## config.mk

```make
export PLATFORM = sky130hd
export DESIGN_NAME = dft32_magnitude_spectrum_top
export DESIGN_NICKNAME = d
export VERILOG_FILES = /design/src/rtl/dms_pkg.sv /design/src/rtl/dms_frame_ram.sv /design/src/rtl/dms_mac.sv /design/src/rtl/dms_post.sv /design/src/rtl/dft32_magnitude_spectrum_top.sv
export SDC_FILE = /design/constraint.sdc
export NUM_CORES = 2
export LEC_CHECK = 0
export BUFFER_PORTS_ARGS = -buffer_cell sky130_fd_sc_hd__buf_2
export CAP_MARGIN = 20
export CORE_UTILIZATION = 60
export CTS_BUF_LIST = sky130_fd_sc_hd__clkbuf_4
export CTS_CLUSTER_DIAMETER = 30
export CTS_CLUSTER_SIZE = 20
export DETAILED_ROUTE_END_ITERATION = 8
export PLACE_DENSITY = 0.8
export SLEW_MARGIN = 20
export SYNTH_ARGS = -nofsm -noshare
export SYNTH_HDL_FRONTEND = slang
export SYNTH_HIERARCHICAL = 1
export SYNTH_SLANG_ARGS = --single-unit
```

## constraint.sdc

```tcl
create_clock -name clk_i -period 12.4 [get_ports clk_i]
set_clock_uncertainty 0.1 [all_clocks]
set_input_delay 0 -clock clk_i [delete_from_list [all_inputs] [get_ports clk_i]]
set_output_delay 0 -clock clk_i [all_outputs]
set_load 0.05 [all_outputs]
```

## src/rtl/dms_pkg.sv

```systemverilog
`timescale 1ns / 1ps

package dms_pkg;

  // Frame geometry
  localparam int FRAME_POINTS = 32;
  localparam int ADDR_W       = $clog2(FRAME_POINTS);
  localparam int BIN_W        = ADDR_W - 1;

  // Datapath widths
  localparam int SAMPLE_W = 10;
  localparam int STORE_W  = 16;
  localparam int COEF_W   = 11;
  localparam int PROD_W   = STORE_W + COEF_W;
  localparam int ACC_W    = PROD_W + 2;
  localparam int ABS_W    = ACC_W - 1;
  localparam int QUO_W    = 9;
  localparam int REM_W    = 21;
  localparam int RECIP_W  = 21;
  localparam int MAG_W    = 11;
  localparam int BAR_W    = 4;

  localparam logic [SAMPLE_W-1:0] DC_RESET    = 10'd504;
  localparam logic [RECIP_W-1:0]  RECIP       = 21'd1099511;  // floor(2^40 / 10^6)
  localparam int                  RECIP_SHIFT = 40;
  localparam logic [REM_W-1:0]    DIVISOR     = 21'd1000000;
  localparam logic [BAR_W-1:0]    BAR_MAX     = 4'd14;
  localparam logic [BIN_W-1:0]    LAST_BIN    = 4'd15;
  localparam logic [ADDR_W-1:0]   QUARTER     = 5'd8;

  // First quarter of the sine period, amplitude 1000, rounded to nearest.
  localparam logic signed [COEF_W-1:0] SINE_QTR [9] = '{
    11'sd0, 11'sd195, 11'sd383, 11'sd556, 11'sd707,
    11'sd831, 11'sd924, 11'sd981, 11'sd1000
  };

  typedef enum logic [1:0] {
    ST_IDLE,
    ST_MAC,
    ST_DRAIN,
    ST_POST
  } state_e;

  typedef struct packed {
    logic              issue;
    logic              clear;
    logic [ADDR_W-1:0] angle;
  } mac_ctrl_t;

  typedef struct packed {
    logic                    start;
    logic signed [ACC_W-1:0] re;
    logic signed [ACC_W-1:0] im;
  } post_req_t;

  // Full-period sine built from the quarter table by symmetry.
  function automatic logic signed [COEF_W-1:0] sine_val(input logic [ADDR_W-1:0] idx);
    logic [1:0]                quad;
    logic [3:0]                pos;
    logic signed [COEF_W-1:0]  mag;
    quad = idx[ADDR_W-1 -: 2];
    pos  = quad[0] ? (4'd8 - {1'b0, idx[2:0]}) : {1'b0, idx[2:0]};
    mag  = SINE_QTR[pos];
    return quad[1] ? -mag : mag;
  endfunction

endpackage

```

## src/rtl/dms_frame_ram.sv

```systemverilog
`timescale 1ns / 1ps

module dms_frame_ram
  import dms_pkg::*;
(
  input  logic               clk_i,
  input  logic               we_i,
  input  logic [ADDR_W-1:0]  waddr_i,
  input  logic [STORE_W-1:0] wdata_i,
  input  logic [ADDR_W-1:0]  raddr_i,
  output logic [STORE_W-1:0] rdata_o
);

  logic [STORE_W-1:0] mem_q [FRAME_POINTS];
  logic [STORE_W-1:0] rdata_q;

  always_ff @(posedge clk_i) begin
    if (we_i) begin
      mem_q[waddr_i] <= wdata_i;
    end
  end

  always_ff @(posedge clk_i) begin
    rdata_q <= mem_q[raddr_i];
  end

  assign rdata_o = rdata_q;

endmodule

```

## src/rtl/dms_mac.sv

```systemverilog
`timescale 1ns / 1ps

module dms_mac
  import dms_pkg::*;
(
  input  logic                    clk_i,
  input  logic                    rst_ni,
  input  mac_ctrl_t               ctrl_i,
  input  logic signed [STORE_W-1:0] sample_i,
  output logic signed [ACC_W-1:0] re_o,
  output logic signed [ACC_W-1:0] im_o,
  output logic                    idle_o
);

  logic                      s1_valid_q, s1_clear_q;
  logic [ADDR_W-1:0]         s1_angle_q;
  logic                      s2_valid_q, s2_clear_q;
  logic signed [COEF_W-1:0]  cos_c, sin_c;
  logic signed [PROD_W-1:0]  prod_re_d, prod_im_d, prod_re_q, prod_im_q;
  logic signed [ACC_W-1:0]   re_acc_q, im_acc_q;

  // Stage 1 lines up with the memory read data.
  always_ff @(posedge clk_i or negedge rst_ni) begin
    if (!rst_ni) begin
      s1_valid_q <= 1'b0;
      s1_clear_q <= 1'b0;
      s2_valid_q <= 1'b0;
      s2_clear_q <= 1'b0;
    end else begin
      s1_valid_q <= ctrl_i.issue;
      s1_clear_q <= ctrl_i.clear;
      s2_valid_q <= s1_valid_q;
      s2_clear_q <= s1_clear_q;
    end
  end

  always_ff @(posedge clk_i) begin
    s1_angle_q <= ctrl_i.angle;
  end

  always_comb begin
    sin_c     = sine_val(s1_angle_q);
    cos_c     = sine_val(s1_angle_q + QUARTER);
    prod_re_d = PROD_W'(sample_i) * PROD_W'(cos_c);
    prod_im_d = PROD_W'(sample_i) * PROD_W'(sin_c);
  end

  always_ff @(posedge clk_i) begin
    prod_re_q <= prod_re_d;
    prod_im_q <= prod_im_d;
  end

  // The imaginary sum accumulates the negated sine products.
  always_ff @(posedge clk_i) begin
    if (s2_valid_q) begin
      re_acc_q <= (s2_clear_q ? '0 : re_acc_q) + ACC_W'(prod_re_q);
      im_acc_q <= (s2_clear_q ? '0 : im_acc_q) - ACC_W'(prod_im_q);
    end
  end

  assign re_o   = re_acc_q;
  assign im_o   = im_acc_q;
  assign idle_o = !s1_valid_q && !s2_valid_q;

endmodule

```

## src/rtl/dms_post.sv

```systemverilog
`timescale 1ns / 1ps

module dms_post
  import dms_pkg::*;
(
  input  logic             clk_i,
  input  logic             rst_ni,
  input  post_req_t        req_i,
  output logic             valid_o,
  output logic [MAG_W-1:0] magnitude_o,
  output logic [BAR_W-1:0] bar_level_o
);

  logic                       va_q, vb_q, vc_q;
  logic [ABS_W-1:0]           a_re_q, a_im_q, b_re_q, b_im_q;
  logic [ABS_W+RECIP_W-1:0]   qp_re, qp_im;
  logic [QUO_W-1:0]           qb_re_q, qb_im_q, qc_re_q, qc_im_q;
  logic [ABS_W-1:0]           back_re, back_im;
  logic [REM_W-1:0]           rem_re_q, rem_im_q;
  logic [QUO_W:0]             qf_re, qf_im, sum_c;

  always_ff @(posedge clk_i or negedge rst_ni) begin
    if (!rst_ni) begin
      va_q <= 1'b0;
      vb_q <= 1'b0;
      vc_q <= 1'b0;
    end else begin
      va_q <= req_i.start;
      vb_q <= va_q;
      vc_q <= vb_q;
    end
  end

  // Stage A: absolute values. Truncation toward zero commutes with this.
  always_ff @(posedge clk_i) begin
    a_re_q <= ABS_W'(req_i.re < 0 ? -req_i.re : req_i.re);
    a_im_q <= ABS_W'(req_i.im < 0 ? -req_i.im : req_i.im);
  end

  // Stage B: reciprocal estimate of the quotient, low by at most one.
  always_comb begin
    qp_re = (ABS_W+RECIP_W)'(a_re_q) * (ABS_W+RECIP_W)'(RECIP);
    qp_im = (ABS_W+RECIP_W)'(a_im_q) * (ABS_W+RECIP_W)'(RECIP);
  end

  always_ff @(posedge clk_i) begin
    qb_re_q <= qp_re[RECIP_SHIFT +: QUO_W];
    qb_im_q <= qp_im[RECIP_SHIFT +: QUO_W];
    b_re_q  <= a_re_q;
    b_im_q  <= a_im_q;
  end

  // Stage C: remainder for the one-step correction.
  always_comb begin
    back_re = ABS_W'(qb_re_q) * ABS_W'(DIVISOR);
    back_im = ABS_W'(qb_im_q) * ABS_W'(DIVISOR);
  end

  always_ff @(posedge clk_i) begin
    qc_re_q  <= qb_re_q;
    qc_im_q  <= qb_im_q;
    rem_re_q <= REM_W'(b_re_q - back_re);
    rem_im_q <= REM_W'(b_im_q - back_im);
  end

  // The sum of two corrected quotients over four stays far below the
  // magnitude ceiling, so no saturation stage is needed.
  always_comb begin
    qf_re = {1'b0, qc_re_q} + (QUO_W+1)'(rem_re_q >= DIVISOR);
    qf_im = {1'b0, qc_im_q} + (QUO_W+1)'(rem_im_q >= DIVISOR);
    sum_c = qf_re + qf_im;
    magnitude_o = MAG_W'(sum_c[QUO_W:2]);
    bar_level_o = (magnitude_o > MAG_W'(BAR_MAX)) ? BAR_MAX : magnitude_o[BAR_W-1:0];
  end

  assign valid_o = vc_q;

endmodule

```

## src/rtl/dft32_magnitude_spectrum_top.sv

```systemverilog
`timescale 1ns / 1ps
// 32-point DFT magnitude spectrum.
//
// Input channel: one 10-bit converter sample per transfer on adc_sample_i,
// qualified by in_valid_i and held off by in_stall_o. Each sample has the
// dc_offset register subtracted, is scaled by 8 and is written into the next
// entry of a 32-entry frame memory.
// Output channel: every 32nd sample completes a frame and produces sixteen
// transfers, bins 0 to 15 in order, with last_bin_o marking bin 15.
// The configuration register is written by cfg_we_i / cfg_wdata_i.
//
// Throughput: samples are accepted back to back until a frame is complete.
// The frame then runs through a single complex multiply-accumulate unit
// fed by the frame memory, one sample per cycle. Once the multiply
// pipeline has drained, each bin's sums pass division stages A, B and C
// before the next bin starts. The input is stalled while the spectrum is
// computed.
// If the receiver stalls, the finished bin waits in the output register and
// the next bin is held before its division step until that register drains.
// Reset clears fill position and output valid flag; offset resets to 504.

module dft32_magnitude_spectrum_top
  import dms_pkg::*;
(
  input  logic                clk_i,
  input  logic                rst_ni,
  input  logic                cfg_we_i,
  input  logic [SAMPLE_W-1:0] cfg_wdata_i,
  input  logic                in_valid_i,
  output logic                in_stall_o,
  input  logic [SAMPLE_W-1:0] adc_sample_i,
  output logic                out_valid_o,
  input  logic                out_stall_i,
  output logic [BIN_W-1:0]    bin_index_o,
  output logic [MAG_W-1:0]    magnitude_o,
  output logic [BAR_W-1:0]    bar_level_o,
  output logic                last_bin_o
);

  state_e                  state_q, state_d;
  logic [ADDR_W-1:0]       fill_q, fill_d;
  logic [ADDR_W-1:0]       k_q, k_d;
  logic [ADDR_W-1:0]       angle_q, angle_d;
  logic [BIN_W-1:0]        bin_q, bin_d;
  logic [SAMPLE_W-1:0]     dc_q;

  logic                    in_xfer;
  logic signed [SAMPLE_W:0] diff_c;
  logic [STORE_W-1:0]      wdata_c;
  logic [STORE_W-1:0]      rdata;

  mac_ctrl_t               mac_ctrl;
  logic signed [ACC_W-1:0] mac_re, mac_im;
  logic                    mac_idle;
  post_req_t               post_req;
  logic                    post_valid;
  logic [MAG_W-1:0]        post_mag;
  logic [BAR_W-1:0]        post_bar;

  logic                    out_load;
  logic                    out_valid_q, out_valid_d;
  logic [BIN_W-1:0]        out_bin_q;
  logic [MAG_W-1:0]        out_mag_q;
  logic [BAR_W-1:0]        out_bar_q;
  logic                    out_last_q;

  // Offset register; new values apply to later samples only.
  always_ff @(posedge clk_i or negedge rst_ni) begin
    if (!rst_ni) begin
      dc_q <= DC_RESET;
    end else if (cfg_we_i) begin
      dc_q <= cfg_wdata_i;
    end
  end

  // Samples are taken only between frames.
  assign in_stall_o = (state_q != ST_IDLE);
  assign in_xfer    = in_valid_i && !in_stall_o;

  always_comb begin
    diff_c  = $signed({1'b0, adc_sample_i}) - $signed({1'b0, dc_q});
    wdata_c = {{(STORE_W-SAMPLE_W-4){diff_c[SAMPLE_W]}}, diff_c, 3'b000};
  end

  dms_frame_ram u_ram (
    .clk_i   (clk_i),
    .we_i    (in_xfer),
    .waddr_i (fill_q),
    .wdata_i (wdata_c),
    .raddr_i (k_q),
    .rdata_o (rdata)
  );

  dms_mac u_mac (
    .clk_i    (clk_i),
    .rst_ni   (rst_ni),
    .ctrl_i   (mac_ctrl),
    .sample_i ($signed(rdata)),
    .re_o     (mac_re),
    .im_o     (mac_im),
    .idle_o   (mac_idle)
  );

  dms_post u_post (
    .clk_i       (clk_i),
    .rst_ni      (rst_ni),
    .req_i       (post_req),
    .valid_o     (post_valid),
    .magnitude_o (post_mag),
    .bar_level_o (post_bar)
  );

  always_ff @(posedge clk_i or negedge rst_ni) begin
    if (!rst_ni) begin
      state_q <= ST_IDLE;
      fill_q  <= '0;
      k_q     <= '0;
      angle_q <= '0;
      bin_q   <= '0;
    end else begin
      state_q <= state_d;
      fill_q  <= fill_d;
      k_q     <= k_d;
      angle_q <= angle_d;
      bin_q   <= bin_d;
    end
  end

  // Sequencer: fill the frame, then per bin stream all 32 samples through
  // the MAC unit, wait for the pipeline to empty and the output register to
  // be free, and hand the sums to the division pipeline.
  always_comb begin
    state_d        = state_q;
    fill_d         = fill_q;
    k_d            = k_q;
    angle_d        = angle_q;
    bin_d          = bin_q;
    mac_ctrl       = '0;
    post_req.start = 1'b0;
    post_req.re    = mac_re;
    post_req.im    = mac_im;
    out_load       = 1'b0;

    case (state_q)
      ST_IDLE: begin
        if (in_xfer) begin
          fill_d = fill_q + 1'b1;
          if (fill_q == ADDR_W'(FRAME_POINTS - 1)) begin
            state_d = ST_MAC;
            bin_d   = '0;
            k_d     = '0;
            angle_d = '0;
          end
        end
      end
      ST_MAC: begin
        mac_ctrl.issue = 1'b1;
        mac_ctrl.clear = (k_q == '0);
        mac_ctrl.angle = angle_q;
        k_d            = k_q + 1'b1;
        angle_d        = angle_q + {1'b0, bin_q};
        if (k_q == ADDR_W'(FRAME_POINTS - 1)) begin
          state_d = ST_DRAIN;
        end
      end
      ST_DRAIN: begin
        if (mac_idle && !out_valid_q) begin
          post_req.start = 1'b1;
          state_d        = ST_POST;
        end
      end
      ST_POST: begin
        if (post_valid) begin
          out_load = 1'b1;
          if (bin_q == LAST_BIN) begin
            state_d = ST_IDLE;
          end else begin
            bin_d   = bin_q + 1'b1;
            k_d     = '0;
            angle_d = '0;
            state_d = ST_MAC;
          end
        end
      end
      default: begin
        state_d = ST_IDLE;
      end
    endcase
  end

  // Output register. It is always empty when a result is loaded.
  always_comb begin
    out_valid_d = out_valid_q;
    if (out_load) begin
      out_valid_d = 1'b1;
    end else if (!out_stall_i) begin
      out_valid_d = 1'b0;
    end
  end

  always_ff @(posedge clk_i or negedge rst_ni) begin
    if (!rst_ni) begin
      out_valid_q <= 1'b0;
    end else begin
      out_valid_q <= out_valid_d;
    end
  end

  always_ff @(posedge clk_i) begin
    if (out_load) begin
      out_bin_q  <= bin_q;
      out_mag_q  <= post_mag;
      out_bar_q  <= post_bar;
      out_last_q <= (bin_q == LAST_BIN);
    end
  end

  assign out_valid_o = out_valid_q;
  assign bin_index_o = out_bin_q;
  assign magnitude_o = out_mag_q;
  assign bar_level_o = out_bar_q;
  assign last_bin_o  = out_last_q;

endmodule

```

==> run metrics <==
Syn Area/Cell=about 11 um^2; Initial Utilization=60.79%; die width=346.1 um; Final Hold Violating Endpoints=0; register area share after synthesis=33.07%; worst setup path category=register to register; fmax=99.65 MHz; initial antenna violation count=7; die height=between 300 and 400 um; vias per cell=5.601; Max stage delay on crit path=0.83 ns; HPWL after DPL=approximately 110000 um; first-pass GRT wire length=between 200000 and 300000 um; layout cells sized above 1=under 10%; Core Area=0.1168 mm^2; fin nets=8190; Post-Synthesis Cell Area=0.07102 mm^2; Tmin final=10.04 ns; post-synthesis compound-gate area fraction=8.158%; RePlAce Congestion=0.9060; largest net degree at the start of global routing=97; worst hold path type=register to register; Initial DRT Pass Iterations=6; Worst IR Drop VDD=~0.17 mV; # Max-Cap Violations=0; Post-CTS Hold Buffers=72; Simple-Gate Fraction of Synth Area=8.134%; # IOs=47; CTS tree=done; Area growth syn-to-layout=8.606%; die area=around 0.12 mm^2; period utilisation layout=80.93%; most common cell after layout, fill and taps aside=inv_1; Yosys reg bits=approximately 870; PwrDens=78.81 mW/mm^2; Root Driver=clkbuf_4; Netlist cell types=103; drt initial violations=around 2700; H-Tree Depth=4; commonest cells after routing, fill and taps aside=inv_1, ha_1, fa_1, edfxtp_1, nand2_1; ys flop type=edfxtp_1; final setup fails=0; Critical Path AT=~11 ns; crit end category=register; routed wire length=153500 um; Buf/Inv on CP=5; cell family with most CP delay=adder cells; CTS Buf Count=between 150 and 200; antenna viol nets, final=0; Post-CTS Repair Setup Buffers=0; worst-path maximum fanout=18; multiplexer share of the synthesized area=3.833%; Post-synth EDFFs=590; Most common cell on crit path=fa_1; gr ovfl total=0; Synth warnings=6; routed vias=46460; Async SR Flop Fraction=4.493%; Pleak=37.54 nW; Clk Latency, worst-skew pair=roughly 1.2 ns; main combinational cell family by area after synthesis=adder cells; status=finished, final reports clean; Final Max Slew Viols=0; Synth Area in XOR/XNOR=4.535%; setup TNS=0 ns; area share of fa/ha/maj cells after synthesis=35.24%; slowest library cell on the worst path=o41ai_4; Slew HR=27.40%; number of global-route vias before repair=49750; crit path launch type=register; unrepaired setup endpoints after global routing=no; Clock Pin Slew Worst Setup and Hold Paths=roughly 0.090 ns; Mapped Cells=6301; Total Routing Usage GR=26.32%; Remaining DRCs=0; num rows=125; Req. time, crit path=13.36 ns; DR WL/cell=approximately 19 um; clock sink count=868; final core utilization=roughly two thirds; Clock Path Buffers=3; # resized after CTS=0; port bufs=46; Slew @ Worst Pin=between 1 and 1.5 ns
-- synth_stat cells (7+ instances only) --
cell	instances	area, um^2
or2_2	12	75.07
buf_2	24	120.1
o21ai_1	8	40.04
a21boi_0	9	67.56
nand4_1	35	219.0
clkbuf_1	88	330.3
a21oi_1	193	965.9
xnor2_1	224	1962
a31oi_1	30	187.7
nor2b_1	130	813.3
nor2_1	199	747.0
o41ai_1	12	105.1
o21ai_0	141	705.7
and3_1	16	100.1
or3_1	17	106.4
xor2_1	140	1226
a211oi_1	25	187.7
buf_6	9	101.4
nor3_1	69	345.3
mux2i_1	263	2633
dfxtp_1	239	4785
and2_1	145	907.1
nand3b_1	10	75.07
inv_1	1084	4069
nand2_1	347	1303
nand3_1	88	440.4
o21a_1	44	330.3
dfrtp_1	33	825.8
buf_4	22	165.2
o31ai_1	19	142.6
nand2b_1	39	244.0
edfxtp_1	590	17720
ha_1	805	10070
a22oi_1	88	660.6
fa_1	747	14950
mux2_2	8	90.09
a22o_1	38	332.8
nor4_1	9	56.30
o21bai_1	19	142.6
a21o_1	109	818.3
or4_1	7	52.55
o211ai_1	24	180.2
-- through the flow --
stage / cells / hold slack [ns] / area (um^2) / total power, W / setup WS (ns)
after floorplan: 6398 / -0.3956 / 71390 / 0.003328 / 3.494
after global placement: 7891 / 0.1041 / 73310 / 0.003402 / 2.678
after detailed placement: 7891 / 0.1050 / 73310 / 0.003412 / 2.399
after CTS: 8285 / 0.01929 / 77090 / 0.006133 / 2.387
after global routing: 8295 / 0.2136 / 77140 / 0.006295 / 1.755
final: 8295 / 0.2349 / 77140 / 0.006079 / 2.365
-- registers in the layout (all words and copies together), names as in the netlist, 9 cells and up --
register,flops
u_post/qb_im_q,9
u_post/a_im_q,28
u_post/b_re_q,21
u_post/rem_re_q,21
u_post/qb_re_q,9
u_ram/rdata_o,16
u_ram/mem_q,512
u_mac/prod_re_q,27
dc_q,10
u_mac/im_o,29
u_post/qc_im_q,9
u_post/b_im_q,15
u_post/a_re_q,28
u_mac/prod_im_q,27
u_post/rem_im_q,15
u_mac/re_o,29
magnitude_o,11
u_post/qc_re_q,9
-- cell families after synthesis --
logic type | count (synthesis)
other | 2
flip-flops | 868
buffers and inverters | 1241
multiplexers | 271
AO/OA/AOI/OAI | 847
AND/OR/NAND/NOR | 1154
XOR/XNOR | 366
adder cells (fa/ha/maj) | 1552
-- worst paths after layout --
kind	startpoint	end	slack, ns	depth (start not counted)
hold reg to reg	u_post/b_re_q[3]	u_post/rem_re_q[3]	0.23	0
min in group asynchronous	rst_ni	dc_q[9]	0.42	5
setup reg to reg	u_mac/s1_angle_q[0]	u_mac/prod_im_q[26]	2.36	31
hold / removal	u_post/b_re_q[3]	u_post/rem_re_q[3]	0.23	0
max in group asynchronous	rst_ni	k_q[0]	11.40	5
setup / recovery	u_mac/s1_angle_q[0]	u_mac/prod_im_q[26]	2.36	31
-- power by group --
| part | internal, W | switching, W | leakage [nW] | total, W |
|---|---|---|---|---|
| clock | 0.00140 | 0.00129 | 1.58 | 0.00269 |
| sequential | 0.00318 | 0.00000153 | 7.64 | 0.00318 |
| combinational | 0.0000523 | 0.000154 | 28.3 | 0.000206 |
-- cell type report --
cell class	instances	area, um^2
clock buffer	185	1389
sequential	868	23490
clock inverter	137	1657
fill	8501	39700
antenna	9	22.52
timing repair buffer	198	1573
inverter	1085	4073
multi-input combinational	4289	43020
tap	1524	1907
-- per-layer routing --
layer / wire length, um / GRT usage (%) / share of wire [%]
met5: 13 / 0 / 0.0085
met4: 5323 / 11.22 / 3.5
met3: 8793 / 4.141 / 5.7
met2: 77820 / 46.06 / 51
met1: 61560 / 32.26 / 40
Power figures use the tool's default switching activity.
